### config.mk
export PLATFORM = sky130hd
export DESIGN_NAME = igc_div
export DESIGN_NICKNAME = d
export VERILOG_FILES = /design/src/rtl/core/igc_pkg.sv /design/src/rtl/core/igc_div.sv
export SDC_FILE = /design/constraint.sdc
export NUM_CORES = 2
export LEC_CHECK = 0
export ABC_CLOCK_PERIOD_IN_PS = 10700
export BUFFER_PORTS_ARGS = -buffer_cell sky130_fd_sc_hd__buf_2
export CORE_MARGIN = 2
export CORE_UTILIZATION = 45
export CTS_CLUSTER_SIZE = 16
export DETAILED_ROUTE_END_ITERATION = 7
export PLACE_DENSITY = 0.59
export SYNTH_ARGS = -nofsm -noshare
export SYNTH_HDL_FRONTEND = slang
export SYNTH_SLANG_ARGS = --single-unit
### constraint.sdc
create_clock -name clk -period 10.7 [get_ports clk]
set_input_delay 0.535 -clock clk [delete_from_list [all_inputs] [get_ports clk]]
set_output_delay 0.535 -clock clk [all_outputs]
set_load 0.02 [all_outputs]
### src/rtl/core/igc_pkg.sv
// ----------------------------------------------------------------------------
// igc_pkg
// Shared widths, codes, stage bundles and the saturation helper for the
// ideal-gas conserved-to-primitive pipeline.
// ----------------------------------------------------------------------------
package igc_pkg;

	localparam int WORD_W     = 32;
	localparam int FRAC_BITS  = 16;
	localparam int GAMMA_W    = 18;
	localparam int GAMMA_FRAC = 16;
	localparam int NUM_AXES   = 3;
	localparam int DIV_STEPS  = WORD_W;
	localparam int DIV_COUNT  = NUM_AXES + 1;
	localparam int KE_IDX     = NUM_AXES;

	localparam logic [GAMMA_W-1:0] GAMMA_RESET = 18'd109227;
	localparam logic [GAMMA_W:0]   GAMMA_ONE   = 19'(1 << GAMMA_FRAC);

	localparam logic [WORD_W-1:0] MAX_WORD = 32'h7FFF_FFFF;
	localparam logic [WORD_W-1:0] MIN_WORD = 32'h8000_0000;

	typedef enum logic [1:0] {
		ST_OK          = 2'd0,
		ST_BAD_DENSITY = 2'd1,
		ST_SATURATED   = 2'd2
	} status_t;

	typedef struct packed {
		logic [WORD_W-1:0] value;
		logic              hit;
	} sat_t;

	// front end output: divider seeds plus what travels alongside
	typedef struct packed {
		logic                             bad_rho;
		logic [WORD_W-1:0]                rho;
		logic [WORD_W-1:0]                et;
		logic [NUM_AXES-1:0]              neg;
		logic [NUM_AXES-1:0]              vel_ovf;
		logic [NUM_AXES-1:0][WORD_W-1:0]  vel_hi;
		logic [NUM_AXES-1:0][WORD_W-1:0]  vel_lo;
		logic [2*WORD_W-1:0]              msq;
	} front_t;

	// carried in step with the dividers
	typedef struct packed {
		logic                bad_rho;
		logic [WORD_W-1:0]   rho;
		logic [WORD_W-1:0]   et;
		logic [NUM_AXES-1:0] neg;
		logic [NUM_AXES-1:0] vel_ovf;
		logic                ke_ovf;
	} side_t;

	typedef struct packed {
		logic [WORD_W-1:0] rho;
		logic [WORD_W-1:0] vx;
		logic [WORD_W-1:0] vy;
		logic [WORD_W-1:0] vz;
		logic [WORD_W-1:0] eint;
		logic [WORD_W-1:0] press;
		status_t           status;
	} prim_t;

	// clamp a 35-bit two's complement value into a word
	function automatic sat_t sat_word(input logic [34:0] v);
		sat_t r;
		if (v[34:31] == {4{v[34]}}) begin
			r.value = v[31:0];
			r.hit   = 1'b0;
		end else begin
			r.value = v[34] ? MIN_WORD : MAX_WORD;
			r.hit   = 1'b1;
		end
		return r;
	endfunction

endpackage

### src/rtl/core/igc_div.sv
// ----------------------------------------------------------------------------
// igc_div
// Pipelined restoring divider, one quotient bit per stage. The caller must
// keep the seed remainder below the divisor, so that the quotient fits one
// word; the divider itself does not enforce it.
// ----------------------------------------------------------------------------
module igc_div (
	input  logic        clk,
	input  logic        en,
	input  logic [31:0] rem_in,
	input  logic [31:0] bits_in,
	input  logic [31:0] divisor,
	output logic [31:0] quot
);

	logic [31:0] rem_s  [igc_pkg::DIV_STEPS];
	logic [31:0] bits_s [igc_pkg::DIV_STEPS];
	logic [31:0] dvs_s  [igc_pkg::DIV_STEPS];

	for (genvar k = 0; k < igc_pkg::DIV_STEPS; k++) begin : g_step
		logic [31:0] rem_prev, bits_prev, dvs_prev;
		logic [32:0] trial, diff;
		logic        take;

		if (k == 0) begin : g_first
			assign rem_prev  = rem_in;
			assign bits_prev = bits_in;
			assign dvs_prev  = divisor;
		end else begin : g_next
			assign rem_prev  = rem_s[k-1];
			assign bits_prev = bits_s[k-1];
			assign dvs_prev  = dvs_s[k-1];
		end

		assign trial = {rem_prev, bits_prev[31]};
		assign diff  = trial - {1'b0, dvs_prev};
		assign take  = !diff[32];

		// dividend bits shift out of the top, quotient bits in at the bottom
		always_ff @(posedge clk) begin
			if (en) begin
				rem_s[k]  <= take ? diff[31:0] : trial[31:0];
				bits_s[k] <= {bits_prev[30:0], take};
				dvs_s[k]  <= dvs_prev;
			end
		end
	end

	assign quot = bits_s[igc_pkg::DIV_STEPS-1];

endmodule

==> results.rst <==
.. list-table::
   :header-rows: 1

   * - Metric
     - Value
   * - Run status
     - completed
   * - Static power due to leakage
     - 69.9 nW
   * - Slack of the critical path
     - between 5 and 6 ns
   * - Number of sinks driven by the clock tree
     - 3,008
   * - Setup repair after global routing missed its margin
     - no
   * - Depth of the CTS H-tree
     - 5
   * - Net count after synthesis
     - 13,600
   * - Global-route wire length before repair
     - 538 mm
   * - Core region area
     - 0.345 sq mm
   * - Count of instances resized after the clock tree is built
     - 0
   * - Pre-CTS setup slack
     - between 5 and 6 ns
   * - Storage element area
     - roughly 0.09 sq mm
   * - Die Y
     - ~590 um
   * - Post-synth cell types
     - 99
   * - Avg WL per Cell
     - 19.3 um
   * - CP arrival
     - approximately 5.5 ns
   * - All-Layer GR Usage
     - 0.192
   * - Async set-or-reset flop fraction in the synthesized netlist
     - 0
   * - Clk Tree Root Cell
     - sky130_fd_sc_hd__clkbuf_16
   * - Layout Cells excl Fill
     - between 15,000 and 20,000
   * - Top achievable clock speed
     - 0.210 GHz
   * - Netlist area before placement
     - around 0.16 sq mm
   * - Total CTS buffers
     - around 340
   * - Max Fanout on Critical Path
     - 29
   * - Flop and latch count out of synthesis
     - 3,008
   * - Total Die Area
     - 0.351 sq mm
   * - Max clock buf depth
     - 4
   * - Insertion delay to the later sink of the worst-skew pair
     - 0.98 ns
   * - Number of hold buffers added after cts
     - 95
   * - Reg2Reg Launch Point
     - dvs_s[29][0]
   * - Sequential element share of the synthesized area
     - 0.580
   * - Slew headroom
     - 0.229
   * - R2R setup slack
     - 5.93 ns
   * - Number of setup violations in the final report
     - 0
   * - Cells taking the most area after synthesis
     - sky130_fd_sc_hd__edfxtp_1 (58%), sky130_fd_sc_hd__ha_1 (8.2%), sky130_fd_sc_hd__mux2_2 (4.2%), sky130_fd_sc_hd__inv_1 (3.1%), sky130_fd_sc_hd__xnor2_1 (2.8%)
   * - Port Buffer Count
     - 129
   * - Minimum clock period
     - 4.77 ns
   * - Total placed cells including tap cells
     - between 15,000 and 20,000
   * - Vias
     - 96,400
   * - Number of global-route vias before repair
     - 96,700
   * - Class of the worst hold path
     - in -> reg
   * - Launch point of the critical path
     - dvs_s[29][0]
   * - DRC viols
     - 0
   * - Number of enable-type register cells in the synthesized netlist
     - between 3,000 and 4,000
   * - Worst Setup Start Kind
     - flip-flop
   * - Placed wire-length estimate
     - 248 mm
   * - Yosys Warn Count
     - 0
   * - Least-Margin Pin Slew
     - 1.15 ns
   * - Endpoint type of the worst setup path
     - flip-flop
   * - Post-synth top area share
     - 0.580
   * - DR pass1 iterations
     - 6
   * - Clock skew
     - just over 0.04 ns
   * - Ys flop type
     - sky130_fd_sc_hd__edfxtp_1
   * - Proportion of layout cells with a drive suffix above 1
     - 0.108
   * - Fin crit share
     - 0.446
   * - Layout Utilization
     - 0.504
   * - FILL cells
     - a little under 30,000
   * - Remaining antenna violation count after routing
     - 0
   * - Gr ovfl total
     - 0
   * - Final max-slew violation count
     - 0
   * - Maximum number of pins on one net before global-route repair
     - 179
   * - Critical Path RT
     - ~11 ns
   * - Initial core utilization
     - 0.451
   * - Area added between synthesis and finish
     - 11.8%
   * - Maximum ir drop on the vdd rail
     - 0.288 mV
   * - Number of standard-cell rows in the floorplan
     - 216
   * - Clock tree from TritonCTS
     - yes
   * - Combined area of the multi-input logic cells
     - 0.0597 sq mm
   * - Cells after Synth
     - ~12,000
   * - Drt total wl
     - 341 mm
   * - Power density over cell area
     - 322 mW/mm^2
   * - Category of the most critical setup path
     - reg -> reg
   * - Count of routing violations after the opening detailed-route iteration
     - ~6,500
   * - Final hold violations
     - 0
   * - Width of the die
     - 592 um
   * - Routability congestion estimate
     - 0.920
   * - Via-per-instance ratio
     - about 5.5
   * - Clock slew seen by the registers of the worst setup and hold paths
     - around 0.06 ns
   * - Number of buffers inserted to repair setup after CTS
     - 0
   * - Nets
     - 14,000
   * - Number of max-cap violations
     - 0
   * - Setup tns final
     - 0 ns
   * - Mean area per synthesized cell
     - 12.5 sq um
   * - Cell accounting for the most synthesized area
     - sky130_fd_sc_hd__edfxtp_1
   * - Number of placed I/O pins
     - 130
   * - Initial antenna violation count
     - 3
   * - Startpoint of the lowest-slack hold path
     - en
logic make-up after synthesis:
group	after synthesis	share of synthesized area
adders and majority gates	1054	0.0862
AOI/OAI and AO/OA	3058	0.127
DFF	3008	0.580
and+or+nand+nor	2187	0.0668
buffers and inverters	1548	0.0384
xor gates and xnor gates	837	0.0472
muxes	746	0.0544
cell usage after synthesis, drive strengths merged (196+ instances only):
cell type	count
inv	1290
a21oi	827
a21o	463
nand2	720
nor2	555
clkbuf	196
edfxtp	3008
mux2	656
xor2	334
xnor2	503
o21ai	733
ha	1023
power by group:
group          switching [mW]  internal (mW)  total, mW
Sequential               2.03           17.4       19.4
Clock                    4.87           6.88       11.7
Combinational            13.4           11.5       24.9
Total                    20.3           35.7       56.1
critical path, cell delays in order (launching register included):
cell and delay, ns:
sky130_fd_sc_hd__edfxtp_1 0.39, sky130_fd_sc_hd__ha_1 0.24, sky130_fd_sc_hd__fa_1 0.41, sky130_fd_sc_hd__nor2b_1 0.15
sky130_fd_sc_hd__o21ai_0 0.14, sky130_fd_sc_hd__a21boi_1 0.34, sky130_fd_sc_hd__o211ai_1 0.20, sky130_fd_sc_hd__a21oi_1 0.22
sky130_fd_sc_hd__o31ai_1 0.20, sky130_fd_sc_hd__a311oi_1 0.76, sky130_fd_sc_hd__nor4bb_1 0.21, sky130_fd_sc_hd__nor3_4 0.33
sky130_fd_sc_hd__buf_4 0.46, sky130_fd_sc_hd__mux2_2 0.41
path summary, 6_finish.rpt:
| check | cells after the start | endpoint |
|---|---|---|
| min reg2reg | 0 | bits_s[2][7] |
| min | 1 | bits_s[4][22] |
| max | 13 | rem_s[30][7] |
| max reg2reg | 13 | rem_s[30][7] |
state kept, by name, summed over array words and instances, names as in the netlist:
signal	cells
bits_s	1024
rem_s	992
dvs_s	992
routing by layer:
| layer | GRT usage | share of wire | up-vias |
|---|---|---|---|
| li1 | - | - | 46900 |
| met1 | 0.236 | 0.42 | 46800 |
| met2 | 0.344 | 0.51 | 1999 |
| met3 | 0.0221 | 0.033 | 709 |
| met4 | 0.0713 | 0.038 | 2 |
| met5 | 0 | 0.000038 | - |
final cells by class:
cell class,count,area share
clock buffer,402,0.0503
timing repair buffer,282,0.0128
clock inverter,218,0.0143
inverter,1290,0.0278
antenna,1,0.0000144
sequential,3008,0.519
multi-input combinational,7882,0.343
tap,4578,0.0329
cells in the final DEF (no fill, tap or decap), types with 36 or more instances in the layout:
cell and instances:
sky130_fd_sc_hd__edfxtp_1 3008, sky130_fd_sc_hd__inv_1 1290, sky130_fd_sc_hd__ha_1 1023, sky130_fd_sc_hd__a21oi_1 827, sky130_fd_sc_hd__o21ai_0 727, sky130_fd_sc_hd__nand2_1 720
sky130_fd_sc_hd__mux2_2 579, sky130_fd_sc_hd__nor2_1 555, sky130_fd_sc_hd__xnor2_1 494, sky130_fd_sc_hd__a21o_1 463, sky130_fd_sc_hd__clkbuf_16 341, sky130_fd_sc_hd__xor2_1 328
sky130_fd_sc_hd__o21a_1 177, sky130_fd_sc_hd__nand3_1 140, sky130_fd_sc_hd__buf_2 128, sky130_fd_sc_hd__nor3_1 120, sky130_fd_sc_hd__a31oi_1 110, sky130_fd_sc_hd__nand4_1 105
sky130_fd_sc_hd__nor2b_1 104, sky130_fd_sc_hd__dlygate4sd3_1 95, sky130_fd_sc_hd__and3_1 94, sky130_fd_sc_hd__o21bai_1 93, sky130_fd_sc_hd__mux2i_1 90, sky130_fd_sc_hd__nand2b_1 75
sky130_fd_sc_hd__o211ai_1 69, sky130_fd_sc_hd__o31ai_1 63, sky130_fd_sc_hd__o31a_1 61, sky130_fd_sc_hd__clkbuf_1 61, sky130_fd_sc_hd__clkinv_1 59, sky130_fd_sc_hd__or3_1 57
sky130_fd_sc_hd__clkinv_2 57, sky130_fd_sc_hd__a211oi_1 53, sky130_fd_sc_hd__mux2_4 50, sky130_fd_sc_hd__buf_4 44, sky130_fd_sc_hd__bufinv_16 40, sky130_fd_sc_hd__and2_1 39
sky130_fd_sc_hd__a211o_1 37, sky130_fd_sc_hd__nand3b_1 36
metrics by stage:
stage / total power [mW] / instance area (sq um) / hold slack (ns)
3_3_place_gp: 43.9 / 162000 / 0.400
3_5_place_dp: 44.4 / 162000 / 0.405
4_1_cts: 56.5 / 174000 / 0.0644
5_1_grt: 60.0 / 174000 / 0.0794
2_1_floorplan: 38.2 / 156000 / 0.400
6_report: 56.1 / 174000 / 0.140
Power figures use the tool's default switching activity.
