`config.mk`:
```
export PLATFORM = sky130hd
export DESIGN_NAME = igc_back
export DESIGN_NICKNAME = d
export VERILOG_FILES = /design/src/rtl/core/igc_pkg.sv /design/src/rtl/core/igc_back.sv
export SDC_FILE = /design/constraint.sdc
export NUM_CORES = 2
export LEC_CHECK = 0
export BUFFER_PORTS_ARGS = -buffer_cell sky130_fd_sc_hd__buf_2
export CORE_UTILIZATION = 39
export DETAILED_ROUTE_END_ITERATION = 10
export GPL_TIMING_DRIVEN = 0
export PLACE_DENSITY_LB_ADDON = 0.3
export SLEW_MARGIN = 20
export SYNTH_ARGS = -nofsm -noshare
export SYNTH_HDL_FRONTEND = slang
export SYNTH_SLANG_ARGS = --single-unit
export TNS_END_PERCENT = 100
```
`constraint.sdc`:
```
create_clock -name clk -period 16.8 [get_ports clk]
set_input_delay 1.68 -clock clk [delete_from_list [all_inputs] [get_ports clk]]
set_output_delay 1.68 -clock clk [all_outputs]
set_load 0.005 [all_outputs]
```
`src/rtl/core/igc_pkg.sv`:
```
// ----------------------------------------------------------------------------
// igc_pkg
// Shared widths, codes, stage bundles and the saturation helper for the
// ideal-gas conserved-to-primitive pipeline.
// ----------------------------------------------------------------------------
package igc_pkg;

	localparam int WORD_W     = 32;
	localparam int FRAC_BITS  = 16;
	localparam int GAMMA_W    = 18;
	localparam int GAMMA_FRAC = 16;
	localparam int NUM_AXES   = 3;
	localparam int DIV_STEPS  = WORD_W;
	localparam int DIV_COUNT  = NUM_AXES + 1;
	localparam int KE_IDX     = NUM_AXES;

	localparam logic [GAMMA_W-1:0] GAMMA_RESET = 18'd109227;
	localparam logic [GAMMA_W:0]   GAMMA_ONE   = 19'(1 << GAMMA_FRAC);

	localparam logic [WORD_W-1:0] MAX_WORD = 32'h7FFF_FFFF;
	localparam logic [WORD_W-1:0] MIN_WORD = 32'h8000_0000;

	typedef enum logic [1:0] {
		ST_OK          = 2'd0,
		ST_BAD_DENSITY = 2'd1,
		ST_SATURATED   = 2'd2
	} status_t;

	typedef struct packed {
		logic [WORD_W-1:0] value;
		logic              hit;
	} sat_t;

	// front end output: divider seeds plus what travels alongside
	typedef struct packed {
		logic                             bad_rho;
		logic [WORD_W-1:0]                rho;
		logic [WORD_W-1:0]                et;
		logic [NUM_AXES-1:0]              neg;
		logic [NUM_AXES-1:0]              vel_ovf;
		logic [NUM_AXES-1:0][WORD_W-1:0]  vel_hi;
		logic [NUM_AXES-1:0][WORD_W-1:0]  vel_lo;
		logic [2*WORD_W-1:0]              msq;
	} front_t;

	// carried in step with the dividers
	typedef struct packed {
		logic                bad_rho;
		logic [WORD_W-1:0]   rho;
		logic [WORD_W-1:0]   et;
		logic [NUM_AXES-1:0] neg;
		logic [NUM_AXES-1:0] vel_ovf;
		logic                ke_ovf;
	} side_t;

	typedef struct packed {
		logic [WORD_W-1:0] rho;
		logic [WORD_W-1:0] vx;
		logic [WORD_W-1:0] vy;
		logic [WORD_W-1:0] vz;
		logic [WORD_W-1:0] eint;
		logic [WORD_W-1:0] press;
		status_t           status;
	} prim_t;

	// clamp a 35-bit two's complement value into a word
	function automatic sat_t sat_word(input logic [34:0] v);
		sat_t r;
		if (v[34:31] == {4{v[34]}}) begin
			r.value = v[31:0];
			r.hit   = 1'b0;
		end else begin
			r.value = v[34] ? MIN_WORD : MAX_WORD;
			r.hit   = 1'b1;
		end
		return r;
	endfunction

endpackage

```
`src/rtl/core/igc_back.sv`:
```
// ----------------------------------------------------------------------------
// igc_back
// Velocity and internal energy saturation, the (gamma-1) product, then the
// pressure shift and status.
// ----------------------------------------------------------------------------
module igc_back (
	input  logic                                               clk,
	input  logic                                               arst_n,
	input  logic                                               en,
	input  logic                                               in_valid,
	input  igc_pkg::side_t                                     side,
	input  logic [igc_pkg::DIV_COUNT-1:0][31:0]                quot,
	input  logic [igc_pkg::GAMMA_W-1:0]                        gamma,
	output logic                                               out_valid,
	output igc_pkg::prim_t                                     res
);

	logic [igc_pkg::NUM_AXES-1:0][31:0] vel_d;
	logic [igc_pkg::NUM_AXES-1:0]       vsat_d;
	logic [34:0]                        ediff;
	igc_pkg::sat_t                      eint_d;

	logic                               valid_b1, valid_b2;
	logic [igc_pkg::NUM_AXES-1:0][31:0] vel_b1, vel_b2;
	logic signed [31:0]                 eint_b1;
	logic [31:0]                        eint_b2;
	logic [31:0]                        rho_b1, rho_b2;
	logic                               sat_b1, sat_b2;
	logic                               bad_b1, bad_b2;
	logic signed [50:0]                 prod_b2;

	logic signed [igc_pkg::GAMMA_W:0]   gm1;
	logic [34:0]                        press_w;
	igc_pkg::sat_t                      press_d;

	always_comb begin
		for (int i = 0; i < igc_pkg::NUM_AXES; i++) begin
			if (side.vel_ovf[i]) begin
				vsat_d[i] = 1'b1;
				vel_d[i]  = side.neg[i] ? igc_pkg::MIN_WORD : igc_pkg::MAX_WORD;
			end else if (side.neg[i]) begin
				// a magnitude of exactly 2^31 still fits when negative
				vsat_d[i] = quot[i] > igc_pkg::MIN_WORD;
				vel_d[i]  = vsat_d[i] ? igc_pkg::MIN_WORD : (32'd0 - quot[i]);
			end else begin
				vsat_d[i] = quot[i][31];
				vel_d[i]  = quot[i][31] ? igc_pkg::MAX_WORD : quot[i];
			end
		end
		ediff  = {{3{side.et[31]}}, side.et} - {3'd0, quot[igc_pkg::KE_IDX]};
		eint_d = igc_pkg::sat_word(ediff);
		if (side.ke_ovf) begin
			eint_d.value = igc_pkg::MIN_WORD;
			eint_d.hit   = 1'b1;
		end
	end

	assign gm1 = $signed({1'b0, gamma}) - $signed(igc_pkg::GAMMA_ONE);

	always_ff @(posedge clk or negedge arst_n) begin
		if (!arst_n) begin
			valid_b1 <= 1'b0;
			valid_b2 <= 1'b0;
		end else if (en) begin
			valid_b1 <= in_valid;
			valid_b2 <= valid_b1;
		end
	end

	always_ff @(posedge clk) begin
		if (en) begin
			vel_b1  <= vel_d;
			eint_b1 <= eint_d.value;
			rho_b1  <= side.rho;
			sat_b1  <= (|vsat_d) | eint_d.hit;
			bad_b1  <= side.bad_rho;

			vel_b2  <= vel_b1;
			eint_b2 <= eint_b1;
			rho_b2  <= rho_b1;
			sat_b2  <= sat_b1;
			bad_b2  <= bad_b1;
			prod_b2 <= 51'(gm1) * 51'(eint_b1);
		end
	end

	// arithmetic shift of the product floors towards minus infinity
	assign press_w = prod_b2[50:igc_pkg::GAMMA_FRAC];
	assign press_d = igc_pkg::sat_word(press_w);

	always_comb begin
		if (bad_b2) begin
			res.rho    = '0;
			res.vx     = '0;
			res.vy     = '0;
			res.vz     = '0;
			res.eint   = '0;
			res.press  = '0;
			res.status = igc_pkg::ST_BAD_DENSITY;
		end else begin
			res.rho    = rho_b2;
			res.vx     = vel_b2[0];
			res.vy     = vel_b2[1];
			res.vz     = vel_b2[2];
			res.eint   = eint_b2;
			res.press  = press_d.value;
			res.status = (sat_b2 || press_d.hit) ? igc_pkg::ST_SATURATED : igc_pkg::ST_OK;
		end
	end

	assign out_valid = valid_b2;

endmodule

```
==> flow_summary.ini <==
[status]
status = completed

[synth]
synth_top_area_cell = sky130_fd_sc_hd__fa_1
seq_area_frac_synth_pct = 28.9
syn_area_per_cell_um2 = 10.2
netlist_instances = 3683
synth_warnings = 0
postSynthRegisterBits = 361
number_of_enable_type_register_cells_in_the_synthesized_netlist = 359
postSynth.topFlopCell = sky130_fd_sc_hd__edfxtp_1
syn_area_um2 = 37500
ys_async_sr_fraction_pct = 0.554
netlist-cell-type-count = 71
main_area_contributors_after_synthesis = sky130_fd_sc_hd__fa_1, sky130_fd_sc_hd__edfxtp_1, sky130_fd_sc_hd__inv_1, sky130_fd_sc_hd__ha_1, sky130_fd_sc_hd__nand2_1
yosys.area.top_type_share_pct = 31.5
syn_nets = 4665

[sta]
rsz_0062_raised_after_global_routing = no
post-route-worst-setup-slack_ps = 6560
fmax_ghz = 0.0977
tns_ps = 0
final_clock_skew_ps = 38.0
final_period_minus_worst_setup_slack_ps = 10240
setup_viol_count_final = 0
maxSlewViolCount = 0
worst_slew_pin_slew_ps = 1120
post_route_clock_period_utilization_pct = 60.9
finalHoldViolCount = 0
relative_slew_slack_pct = 25.2

[cells_and_area]
finish.instance_area_um2 = 42600
layout.nets = 5125
postLayoutCoreUtil_pct = 44.8
layout-area-overhead-vs-synth_pct = 13.7
final_layout_size_suffix_gt1_share_pct = 12.1
fill_cells = 9188

[clocking]
cts_repair_resize_count = 0
cts_tree = done
htree_num_levels = 2
cts-root-buf = sky130_fd_sc_hd__clkbuf_16
clk_pin_slew_ps = 60
numCtsBuffers = 42
cts_buffer_depth = 3
postCtsSetupRepairBufs = 0
clock_latency_ps = 600
hold_buffers = 0
cts_sinks = 361

[routing]
detail_route.wl_per_cell_um = 20.5
route.detailed.vias_per_inst = 5.05
detail_route.iter0.violations = 1797
wl_mm = 112
vias = 27500
drt-pass1-iter-count = 7
antenna_left = 0
drc = 0

[min_path]
min_path_type = reg -> reg

[critical_path]
worst-setup-path-type = in -> reg
critPathRequiredTime_ps = 17150
critical_path_end = prod_b2[48]
crit_path_max_fanout = 10
critPathSlowestCell = sky130_fd_sc_hd__a31oi_1
r2r.worst_path.cells = 24
critical_path_buf_inv_count = 7
worstSetupEndpointType = register
startpoint_type = primary input
regToRegSetupSlack_ps = 7670
rr_endpoint = prod_b2[48]
cp_top_family = adder cells
crit_start = gamma[16]
critical-path-top-cell-by-count = sky130_fd_sc_hd__fa_1
critical_path_arrival_ps = 10590
path_depth = 27
reg2reg_from = eint_b1[13]
cpPeakStageDelay_ps = 830

[global_routing]
global_route_wire_length_before_repair_mm = 173
vias_in_the_first_global_route = 28600
remaining_global_route_overflow = 0
grt_use_total_pct = 23.4
grt_max_degree = 98
grt_antenna_before_repair = 13

[floorplanning]
die-area_um2 = 97300
dieWidth_um = 312
fp-row-count = 113
floorplan.io_pins = 417
die_h_um = 312
initial_utilization_pct = 39.4
core_area_um2 = 95200

[place]
dp.final_hpwl_mm = 90.3
dpl_cell_area_um2 = 41200
dp_worst_setup_slack_ps = 5930
gp_congestion = 0.969
place.port_buffers = 412

[flow_run]
cap_viol_max_count = 0
-- per-layer routing --
metal	wire length (um)	global-route usage [%]	up-vias	part of all wire (%)
met2	54600	39.6	986	49
met5	13	0	-	0.012
li1	-	-	12600	-
met1	44200	29.3	13700	40
met4	4080	8.30	2	3.7
met3	8850	5.34	180	7.9
-- synth_stat cells (all sizes together), types with 3 or more instances --
cell,count
and3,6
nand2,439
a31oi,18
inv,621
fa,589
a211oi,15
a21oi,126
xnor2,49
o21ai,37
a21o,73
clkbuf,182
or2,6
o21a,52
nor2b,224
nand4,17
and2,156
nand3b,6
nor4,9
o22a,5
mux2i,25
buf,13
mux2,3
ha,171
o211ai,6
nand2b,18
or4,5
a21boi,10
o311ai,3
edfxtp,359
or3,20
xor2,17
o21bai,12
nand3,23
o22ai,54
nor3,63
nor2,211
or3b,3
o31ai,7
-- final cells by class --
| cell class | instances | area, um^2 | area share [%] |
|---|---|---|---|
| Inverter | 621 | 2330 | 5.47 |
| Tap cell | 1265 | 1580 | 3.71 |
| Timing Repair Buffer | 416 | 2160 | 5.07 |
| Multi-Input combinational cell | 2506 | 23600 | 55.4 |
| Clock buffer | 50 | 1080 | 2.54 |
| Antenna cell | 9 | 22.5 | 0.0529 |
| Buffer | 195 | 739 | 1.74 |
| Sequential cell | 361 | 10800 | 25.4 |
| Clock inverter | 27 | 267 | 0.626 |
-- sequential cells by signal (all words and copies together), names as in the netlist --
register,count
eint_b2,32
vel_b1,96
rho_b2,32
out_valid,1
valid_b1,1
vel_b2,96
rho_b1,32
bad_b2,1
sat_b1,1
sat_b2,1
prod_b2,35
bad_b1,1
eint_b1,32
-- cell usage in the layout, fill, tap and decap left out, types with 6 or more instances in the layout --
cell / instances
sky130_fd_sc_hd__o21a_1: 52
sky130_fd_sc_hd__a21oi_1: 125
sky130_fd_sc_hd__xor2_1: 17
sky130_fd_sc_hd__o31ai_1: 7
sky130_fd_sc_hd__mux2i_1: 25
sky130_fd_sc_hd__and2_1: 156
sky130_fd_sc_hd__o21bai_1: 12
sky130_fd_sc_hd__xnor2_1: 49
sky130_fd_sc_hd__clkbuf_16: 42
sky130_fd_sc_hd__a31oi_1: 18
sky130_fd_sc_hd__nand4_1: 17
sky130_fd_sc_hd__nor2b_1: 224
sky130_fd_sc_hd__o211ai_1: 6
sky130_fd_sc_hd__and3_1: 6
sky130_fd_sc_hd__a21o_1: 73
sky130_fd_sc_hd__buf_1: 10
sky130_fd_sc_hd__nand2b_1: 18
sky130_fd_sc_hd__nand2_1: 438
sky130_fd_sc_hd__o22ai_1: 54
sky130_fd_sc_hd__nor2_1: 211
sky130_fd_sc_hd__edfxtp_1: 359
sky130_fd_sc_hd__fa_1: 589
sky130_fd_sc_hd__nand3_1: 23
sky130_fd_sc_hd__buf_2: 413
sky130_fd_sc_hd__ha_1: 171
sky130_fd_sc_hd__nor3_1: 61
sky130_fd_sc_hd__o21ai_0: 20
sky130_fd_sc_hd__nand3b_1: 6
sky130_fd_sc_hd__o21ai_1: 17
sky130_fd_sc_hd__diode_2: 9
sky130_fd_sc_hd__inv_1: 620
sky130_fd_sc_hd__nor4_1: 6
sky130_fd_sc_hd__a211oi_1: 15
sky130_fd_sc_hd__clkbuf_1: 189
sky130_fd_sc_hd__clkinv_1: 8
sky130_fd_sc_hd__or3_1: 18
-- kinds of logic (layout without fill, tap and decap cells) --
kind of cell / Yosys count / in the layout / synth area share (%)
compound gates: 436 / 436 / 7.51
flops: 361 / 361 / 28.9
mux: 28 / 28 / 0.758
fa+ha+maj: 760 / 760 / 37.2
other cells: 0 / 9 / 0
xor+xnor: 66 / 66 / 1.54
simple gates: 1216 / 1216 / 15.9
buf+inv: 816 / 1309 / 8.19
-- how the worst min path moves through the flow --
| stage | from | end | slack (ps) | depth (start not counted) |
|---|---|---|---|---|
| finish | vel_b1[51] | vel_b2[51] | 410 | 0 |
| global route | rho_b1[16] | rho_b2[16] | 410 | 0 |
| CTS | rho_b1[16] | rho_b2[16] | 410 | 0 |
| detailed placement | rho_b1[8] | rho_b2[8] | 400 | 0 |
| global placement | vel_b1[25] | vel_b2[25] | 400 | 0 |
| floorplan | bad_b1 | bad_b2 | 400 | 0 |
-- stage by stage --
step / std cells / hold WS [ps]
4_1_cts: 5440 / 414
5_1_grt: 5447 / 414
6_report: 5450 / 411
2_1_floorplan: 3683 / 400
3_5_place_dp: 5363 / 405
3_3_place_gp: 5360 / 400
Power is left out: the tool's default activity adds up to more than one toggle a clock period on the data nets, which glitch-free logic cannot reach.
