[src/rtl/core/igc_pkg.sv]
// ----------------------------------------------------------------------------
// igc_pkg
// Shared widths, codes, stage bundles and the saturation helper for the
// ideal-gas conserved-to-primitive pipeline.
// ----------------------------------------------------------------------------
package igc_pkg;

	localparam int WORD_W     = 32;
	localparam int FRAC_BITS  = 16;
	localparam int GAMMA_W    = 18;
	localparam int GAMMA_FRAC = 16;
	localparam int NUM_AXES   = 3;
	localparam int DIV_STEPS  = WORD_W;
	localparam int DIV_COUNT  = NUM_AXES + 1;
	localparam int KE_IDX     = NUM_AXES;

	localparam logic [GAMMA_W-1:0] GAMMA_RESET = 18'd109227;
	localparam logic [GAMMA_W:0]   GAMMA_ONE   = 19'(1 << GAMMA_FRAC);

	localparam logic [WORD_W-1:0] MAX_WORD = 32'h7FFF_FFFF;
	localparam logic [WORD_W-1:0] MIN_WORD = 32'h8000_0000;

	typedef enum logic [1:0] {
		ST_OK          = 2'd0,
		ST_BAD_DENSITY = 2'd1,
		ST_SATURATED   = 2'd2
	} status_t;

	typedef struct packed {
		logic [WORD_W-1:0] value;
		logic              hit;
	} sat_t;

	// front end output: divider seeds plus what travels alongside
	typedef struct packed {
		logic                             bad_rho;
		logic [WORD_W-1:0]                rho;
		logic [WORD_W-1:0]                et;
		logic [NUM_AXES-1:0]              neg;
		logic [NUM_AXES-1:0]              vel_ovf;
		logic [NUM_AXES-1:0][WORD_W-1:0]  vel_hi;
		logic [NUM_AXES-1:0][WORD_W-1:0]  vel_lo;
		logic [2*WORD_W-1:0]              msq;
	} front_t;

	// carried in step with the dividers
	typedef struct packed {
		logic                bad_rho;
		logic [WORD_W-1:0]   rho;
		logic [WORD_W-1:0]   et;
		logic [NUM_AXES-1:0] neg;
		logic [NUM_AXES-1:0] vel_ovf;
		logic                ke_ovf;
	} side_t;

	typedef struct packed {
		logic [WORD_W-1:0] rho;
		logic [WORD_W-1:0] vx;
		logic [WORD_W-1:0] vy;
		logic [WORD_W-1:0] vz;
		logic [WORD_W-1:0] eint;
		logic [WORD_W-1:0] press;
		status_t           status;
	} prim_t;

	// clamp a 35-bit two's complement value into a word
	function automatic sat_t sat_word(input logic [34:0] v);
		sat_t r;
		if (v[34:31] == {4{v[34]}}) begin
			r.value = v[31:0];
			r.hit   = 1'b0;
		end else begin
			r.value = v[34] ? MIN_WORD : MAX_WORD;
			r.hit   = 1'b1;
		end
		return r;
	endfunction

endpackage

[src/rtl/core/igc_skid.sv]
// ----------------------------------------------------------------------------
// igc_skid
// Two-entry output buffer. The stall towards the pipeline is a register, so
// the receiver's ready never reaches the upstream side combinationally.
// ----------------------------------------------------------------------------
module igc_skid (
	input  logic           clk,
	input  logic           arst_n,
	input  logic           push,
	input  igc_pkg::prim_t data,
	output logic           full,
	output logic           out_valid,
	input  logic           out_ready,
	output igc_pkg::prim_t out_data
);

	logic           v0_q, v1_q;
	igc_pkg::prim_t e0_q, e1_q;
	logic           pop;

	assign pop = v0_q && out_ready;

	always_ff @(posedge clk or negedge arst_n) begin
		if (!arst_n) begin
			v0_q <= 1'b0;
			v1_q <= 1'b0;
		end else begin
			v0_q <= push || v1_q || (v0_q && !pop);
			v1_q <= v1_q ? !pop : (push && v0_q && !pop);
		end
	end

	always_ff @(posedge clk) begin
		if (pop && v1_q) begin
			e0_q <= e1_q;
		end else if (push && (!v0_q || pop)) begin
			e0_q <= data;
		end
		if (push && v0_q && !pop) begin
			e1_q <= data;
		end
	end

	assign full      = v1_q;
	assign out_valid = v0_q;
	assign out_data  = e0_q;

endmodule

[config.mk]
export PLATFORM = sky130hd
export DESIGN_NAME = igc_skid
export DESIGN_NICKNAME = d
export VERILOG_FILES = /design/src/rtl/core/igc_pkg.sv /design/src/rtl/core/igc_skid.sv
export SDC_FILE = /design/constraint.sdc
export NUM_CORES = 1
export LEC_CHECK = 0
export BUFFER_PORTS_ARGS = -buffer_cell sky130_fd_sc_hd__buf_4
export CORE_MARGIN = 2
export CORE_UTILIZATION = 35
export CTS_BUF_LIST = sky130_fd_sc_hd__clkbuf_8 sky130_fd_sc_hd__clkbuf_16
export DETAILED_ROUTE_END_ITERATION = 10
export PLACE_DENSITY = 0.55
export REMOVE_ABC_BUFFERS = 1
export SLEW_MARGIN = 20
export SYNTH_ARGS = -nofsm -noshare
export SYNTH_HDL_FRONTEND = slang
export SYNTH_SLANG_ARGS = --single-unit
[constraint.sdc]
create_clock -name clk -period 11.9 [get_ports clk]
set_input_delay 0.595 -clock clk [delete_from_list [all_inputs] [get_ports clk]]
set_output_delay 0.595 -clock clk [all_outputs]
set_load 0.01 [all_outputs]
==> flow_metrics.env, run 1 <==
export IMPL_result_of_the_run="completed"
export IMPL_wl_per_cell_um=19.6
export IMPL_final_period_utilization=0.245
export IMPL_core_region_area_um2=39800
export IMPL_p_int_uw=2520
export IMPL_detailroute_via_count=7152
export IMPL_worstPathMaxFanout=71
export IMPL_slew_headroom=0.298
export IMPL_period_minus_slack_ns=2.92
export IMPL_die_height_um=205
export IMPL_register_to_register_setup_slack_ns=8.98
export IMPL_cts_resized_gates=0
export IMPL_startpoint_of_the_most_critical_register_to_register_path="out_valid$_DFF_PN0_"
export IMPL_initial_utilization=0.355
export IMPL_h_tree_depth=2
export IMPL_cts_max_path_buffers=3
export IMPL_placement_io_buffers=393
export IMPL_wire_length_of_the_first_global_routing_pass_um=45300
export IMPL_insertion_delay_ns=0.55
export IMPL_tightestPinTransition_ns=1.05
export IMPL_insertedDiodeCount=0
export IMPL_io_pin_count=394
export IMPL_synth_top_cells_by_area="sky130_fd_sc_hd__edfxtp_1, sky130_fd_sc_hd__mux2_1, sky130_fd_sc_hd__mux2_2"
export IMPL_globalRouteOverflowTotal=0
export IMPL_drt_iter0_markers=314
export IMPL_synthesis_yosys_warnings=0
export IMPL_cts_setup_buffers=0
export IMPL_synth_top_cell_area_share=0.825
export IMPL_drt_first_pass_iters=4
export IMPL_report_final_slew_viol_count=0
export IMPL_worstHoldStart="data[84]"
export IMPL_worstReg2RegEnd="e1_q[187]$_DFFE_PP_"
export IMPL_route_detailed_drc=0
export IMPL_comb_power_share=0.102
export IMPL_wirelength_um=31200
export IMPL_cts_sinks=390
export IMPL_place_congestion=0.748
export IMPL_initial_antenna_violation_count=0
export IMPL_pwr_share_clk=0.383
export IMPL_post_synth_instance_area_um2=14100
export IMPL_switching_share=0.222
export IMPL_yosysSeqAreaShare=0.828
export IMPL_fraction_of_the_core_area_covered_by_cells_at_the_end_of_the_flow=0.475
export IMPL_placement_rows=73
export IMPL_post_route_cells_drive_above_1_share=0.464
export IMPL_avgViaCountPerCell=4.49
export IMPL_setup_total_neg_slack_ns=0
export IMPL_worst_hold_check_path_type="primary input to flip-flop"
export IMPL_die_area_um2=42000
export IMPL_worst_setup_path_start_kind="flip-flop"
export IMPL_synth_largest_area_cell="sky130_fd_sc_hd__edfxtp_1"
export IMPL_cts_tree="yes"
export IMPL_critical_path_buf_inv_count=1
export IMPL_pwr_density_cell_nw_per_um2=171
export IMPL_seq_power_share=0.515
export IMPL_net_count_final=1236
export IMPL_timing_final_setup_violations=0
export IMPL_cts_made_buffers=43
export IMPL_finalClockSkew_ns=0.0106
export IMPL_ant_nets=0
export IMPL_instances_no_fill=1593
export IMPL_criticalPathCategory="flip-flop to flip-flop"
export IMPL_rsz0062_at_grt="no"
export IMPL_ff_latch_count_synth=390
export IMPL_worst_path_dominant_cell_family="simple AND/OR/NAND/NOR gates"
export IMPL_max_cap_violations=0
export IMPL_cts_root_buf="sky130_fd_sc_hd__clkbuf_16"
export IMPL_ys_types=13
export IMPL_worstRegToRegCells=3
export IMPL_worstHoldEndpoint="e1_q[84]$_DFFE_PP_"
export IMPL_pin_count_of_the_biggest_net_entering_global_routing=75
export IMPL_syn_avg_cell_area_um2=23.0
export IMPL_area_growth_synth_to_final_pct=34.0
export IMPL_fillerInstances=3476
export IMPL_hold_buffers=1
export IMPL_critical_path_required_ns=12.07
export IMPL_cts_clk_slew_worst_paths_ns=0.06
export IMPL_critPathSlowestCell="sky130_fd_sc_hd__buf_4"
export IMPL_slowest_delay_ns=0.87
export IMPL_first_global_vias=7387
export IMPL_hold_viol_final=0
export IMPL_dpl_hpwl_um=20300
export IMPL_p_sw_uw=718
export IMPL_power_static_leakage_uw=0.00712
export IMPL_critPathArrivalTime_ns=3.09
export IMPL_syn_instance_count=613
export IMPL_die_w_um=205
export IMPL_maxClockFrequency_mhz=342
export IMPL_globalRouteTotalUtil=0.144
export IMPL_path_cells="nor2b_1, and2_4, buf_4"
export IMPL_place_inst=1517
export IMPL_irDropWorstVdd_uv=118
export IMPL_hold_path_cell_count=1
export IMPL_worst_setup_path_end_kind="flip-flop"
registers in the layout, indices dropped and copies added (netlist names):
signal / flops
out_valid: 1
out_data: 194
full: 1
e1_q: 194
kinds of logic (layout without fill, tap and decap cells):
kind of cell / Yosys count / count (layout) / share of synthesized area
AOI/OAI and AO/OA: 3 / 3 / 0.00106
buffers and inverters: 21 / 476 / 0.0136
DFF: 390 / 390 / 0.828
muxes: 194 / 194 / 0.155
and+or+nand+nor: 5 / 5 / 0.00230
worst max path at each step:
stage / start / to / slack, ns / cells past startpoint
2_1_floorplan: push / out_data[0]$_DFFE_PP_ / 2.47 / 2
3_3_place_gp: out_ready / e1_q[144]$_DFFE_PP_ / 8.72 / 4
3_5_place_dp: out_ready / e1_q[149]$_DFFE_PP_ / 8.70 / 4
4_1_cts: out_valid$_DFF_PN0_ / e1_q[23]$_DFFE_PP_ / 8.90 / 3
5_1_grt: out_valid$_DFF_PN0_ / e1_q[187]$_DFFE_PP_ / 8.76 / 3
6_report: out_valid$_DFF_PN0_ / e1_q[187]$_DFFE_PP_ / 8.98 / 3
synth_stat cells:
cell type,count
sky130_fd_sc_hd__edfxtp_1,388
sky130_fd_sc_hd__nor2b_1,1
sky130_fd_sc_hd__buf_6,11
sky130_fd_sc_hd__or3_1,1
sky130_fd_sc_hd__nor2_1,1
sky130_fd_sc_hd__dfrtp_1,2
sky130_fd_sc_hd__and2_1,1
sky130_fd_sc_hd__nand3_2,1
sky130_fd_sc_hd__mux2_1,160
sky130_fd_sc_hd__buf_2,3
sky130_fd_sc_hd__a21oi_1,3
sky130_fd_sc_hd__buf_4,7
sky130_fd_sc_hd__mux2_2,34
routing by layer:
metal | share of wire | GRT usage | vias to the layer above
met5 | 0 | 0 | -
met4 | 0.021 | 0.0457 | 0
met3 | 0.095 | 0.0620 | 49
met2 | 0.47 | 0.226 | 248
met1 | 0.41 | 0.181 | 3543
li1 | - | - | 3312
power by group through the flow:
stage	clock (uW)	combinational [uW]	sequential [uW]
3_5_place_dp	0	340	1700
4_1_cts	1280	342	1670
6_report	1240	332	1670
3_3_place_gp	0	338	1690
5_1_grt	1330	360	1680
2_1_floorplan	0	110	1750
cell type report:
type | instances | area [um^2] | area share
Timing Repair Buffer | 401 | 3010 | 0.159
Clock buffer | 47 | 1150 | 0.0609
Multi-Input combinational cell | 202 | 2250 | 0.119
Tap cell | 525 | 657 | 0.0347
Clock inverter | 28 | 155 | 0.00820
Sequential cell | 390 | 11700 | 0.618
layout by cell type, fill, tap and decap left out, types with 2 or more instances in the layout:
master and instances:
sky130_fd_sc_hd__buf_4 400, sky130_fd_sc_hd__edfxtp_1 388, sky130_fd_sc_hd__mux2_1 160, sky130_fd_sc_hd__clkbuf_16 45, sky130_fd_sc_hd__mux2_2 34, sky130_fd_sc_hd__inv_1 9
sky130_fd_sc_hd__clkinv_2 8, sky130_fd_sc_hd__clkinv_1 7, sky130_fd_sc_hd__a21oi_1 3, sky130_fd_sc_hd__inv_6 2, sky130_fd_sc_hd__clkbuf_8 2, sky130_fd_sc_hd__dfrtp_1 2
metrics by stage:
step                      hold slack (ns)  worst slack (ns)  power (uW)  instance area (um^2)
after floorplan                     0.299              2.47        1860                 13900
after global placement              0.379              8.72        2030                 17600
after detailed placement            0.378              8.70        2040                 17600
after CTS                           0.186              8.90        3290                 18900
after global routing                0.187              8.76        3370                 18900
final                               0.229              8.98        3240                 18900
Note: power is estimated with default switching activity, not from simulation.
==> run 2, diff against run 1 <==
--- a/config.mk
+++ b/config.mk
@@ -10,7 +10,7 @@
 export CORE_UTILIZATION = 35
 export CTS_BUF_LIST = sky130_fd_sc_hd__clkbuf_8 sky130_fd_sc_hd__clkbuf_16
 export DETAILED_ROUTE_END_ITERATION = 10
-export PLACE_DENSITY = 0.55
+export PLACE_DENSITY = 0.57
 export REMOVE_ABC_BUFFERS = 1
 export SLEW_MARGIN = 20
 export SYNTH_ARGS = -nofsm -noshare
==> constraint.sdc (replaced) <==
create_clock -name clk -period 2.61 [get_ports clk]
set_input_delay 0.1305 -clock clk [delete_from_list [all_inputs] [get_ports clk]]
set_output_delay 0.1305 -clock clk [all_outputs]
set_load 0.01 [all_outputs]
==> run 2 against run 1 <==
Core utilization increased by 5.8 points. Sequential power increased to 4.6 times the previous value. Die area unchanged. Maximum frequency increased by 41%. Worst hold slack improved by 0.078 ns. Critical path type unchanged. Final cell count increased by 14%. Largest power group unchanged. Critical endpoint is now e1_q[37]$_DFFE_PP_. Count of clock-buffer cells in the layout decreased by 2. Setup slack got worse by 8.4 ns. Clock skew increased by 0.0031 ns.
==> flow_metrics.env, run 2 (synthesized netlist as in run 1, its figures left out) <==
export IMPL_maxClockFrequency_mhz=485
export IMPL_post_route_cells_drive_above_1_share=0.399
export IMPL_critPathArrivalTime_ns=2.30
export IMPL_max_cap_violations=0
export IMPL_final_period_utilization=0.791
export IMPL_initial_antenna_violation_count=1
export IMPL_net_count_final=1456
export IMPL_cts_resized_gates=0
export IMPL_placement_rows=73
export IMPL_critical_path_required_ns=2.85
export IMPL_detailroute_via_count=8043
export IMPL_rsz0062_at_grt="no"
export IMPL_register_to_register_setup_slack_ns=0.55
export IMPL_cts_clk_slew_worst_paths_ns=0.06
export IMPL_hold_viol_final=0
export IMPL_worstReg2RegEnd="e1_q[37]$_DFFE_PP_"
export IMPL_cts_setup_buffers=0
export IMPL_layout_cell_area_excl_fill_um2=21300
export IMPL_wirelength_um=32700
export IMPL_ant_nets=0
export IMPL_irDropWorstVdd_uv=502
export IMPL_cts_root_buf="sky130_fd_sc_hd__clkbuf_16"
export IMPL_worst_hold_check_path_type="primary input to flip-flop"
export IMPL_layout_commonest_cell="sky130_fd_sc_hd__buf_4"
export IMPL_result_of_the_run="completed"
export IMPL_hold_path_cell_count=2
export IMPL_cts_max_path_buffers=3
export IMPL_worstHoldStart="data[143]"
export IMPL_placement_io_buffers=393
export IMPL_h_tree_depth=2
export IMPL_drt_first_pass_iters=4
export IMPL_place_congestion=0.740
export IMPL_die_height_um=205
export IMPL_insertion_delay_ns=0.55
export IMPL_worst_setup_path_start_kind="flip-flop"
export IMPL_core_region_area_um2=39800
export IMPL_worstHoldEndpoint="e1_q[143]$_DFFE_PP_"
export IMPL_area_growth_synth_to_final_pct=50.5
export IMPL_hold_buffers=199
export IMPL_finalClockSkew_ns=0.0138
export IMPL_pin_count_of_the_biggest_net_entering_global_routing=105
export IMPL_first_global_vias=8580
export IMPL_initial_utilization=0.355
export IMPL_avgViaCountPerCell=4.43
export IMPL_cts_sinks=390
export IMPL_fillerInstances=3168
export IMPL_route_detailed_drc=0
export IMPL_dpl_hpwl_um=21100
export IMPL_placement_cell_area_um2=17900
export IMPL_pwr_density_cell_nw_per_um2=715
export IMPL_worst_setup_path_end_kind="flip-flop"
export IMPL_cts_made_buffers=42
export IMPL_slew_headroom=0.566
export IMPL_setup_total_neg_slack_ns=0
export IMPL_report_final_slew_viol_count=0
export IMPL_period_minus_slack_ns=2.06
export IMPL_wire_length_of_the_first_global_routing_pass_um=48900
export IMPL_criticalPathCategory="flip-flop to flip-flop"
export IMPL_tightestPinTransition_ns=0.652
export IMPL_wl_per_cell_um=18.0
export IMPL_globalRouteTotalUtil=0.152
export IMPL_io_pin_count=394
export IMPL_startpoint_of_the_most_critical_register_to_register_path="out_valid$_DFF_PN0_"
export IMPL_globalRouteOverflowTotal=0
export IMPL_layout_cells_most_common_list="sky130_fd_sc_hd__buf_4, sky130_fd_sc_hd__edfxtp_1, sky130_fd_sc_hd__dlygate4sd3_1"
export IMPL_worstPathMaxFanout=35
export IMPL_power_static_leakage_uw=0.00813
export IMPL_drt_iter0_markers=248
export IMPL_fin_total_pwr_uw=15200
export IMPL_cts_tree="yes"
export IMPL_timing_final_setup_violations=0
export IMPL_die_area_um2=42000
export IMPL_worstRegToRegCells=3
export IMPL_die_w_um=205
[run 2: cell count changes in the layout (fill, tap and decap cells not counted), moves of 3 or more]
| cell | delta |
|---|---|
| sky130_fd_sc_hd__buf_12 | +11 |
| sky130_fd_sc_hd__buf_4 | +12 |
| sky130_fd_sc_hd__clkinv_2 | -4 |
| sky130_fd_sc_hd__dlygate4sd3_1 | +198 |
| sky130_fd_sc_hd__inv_1 | +3 |
[run 2: per-stage QoR]
stage	cells	util	setup slack (ns)	hold slack, ns
floorplan	592	-	-6.79	-0.165
global placement	1540	0.450	0.519	-0.0865
detailed placement	1540	0.450	0.504	-0.0861
CTS	1815	0.534	0.502	0.268
global route	1816	0.534	0.425	0.287
finish	1816	0.534	0.546	0.307
[run 2: worst max-delay path by stage]
| stage | cells after the start | slack, ns | to | startpoint |
|---|---|---|---|---|
| floorplan | 2 | -6.79 | out_data[0]$_DFFE_PP_ | out_valid$_DFF_PN0_ |
| global placement | 3 | 0.52 | e1_q[37]$_DFFE_PP_ | out_valid$_DFF_PN0_ |
| detailed placement | 3 | 0.50 | e1_q[37]$_DFFE_PP_ | out_valid$_DFF_PN0_ |
| CTS | 3 | 0.50 | e1_q[168]$_DFFE_PP_ | out_valid$_DFF_PN0_ |
| global route | 3 | 0.42 | e1_q[160]$_DFFE_PP_ | out_valid$_DFF_PN0_ |
| finish | 3 | 0.55 | e1_q[37]$_DFFE_PP_ | out_valid$_DFF_PN0_ |
[run 2: cell type report]
class,instances,area [um^2],area share
sequential,390,11700,0.551
clock inverter,31,213,0.0100
timing repair buffer,622,5310,0.250
antenna,1,2.50,0.000118
multi-input combinational,202,2250,0.106
clock buffer,45,1130,0.0530
tap,525,657,0.0309
[run 2: worst max-delay path: stages, from the launching register on]
cell	delay, ns
sky130_fd_sc_hd__dfrtp_1	0.45
sky130_fd_sc_hd__nor2b_1	0.32
sky130_fd_sc_hd__and2_4	0.63
sky130_fd_sc_hd__buf_4	0.34
[run 2: per-layer routing]
metal / global-route usage / wire, um / vias up
li1: - / - / 3756
met1: 0.190 / 13600 / 3969
met4: 0.0601 / 914 / 0
met5: 0 / 0 / -
met3: 0.0450 / 2330 / 59
met2: 0.248 / 15800 / 259
[run 2: power breakdown]
part	switching, uW	total [uW]	internal [uW]	leakage [uW]
logic	845	1840	999	0.00374
clock network	2350	5740	3390	0.000695
registers	125	7600	7480	0.00369
total	3320	15200	11900	0.00813
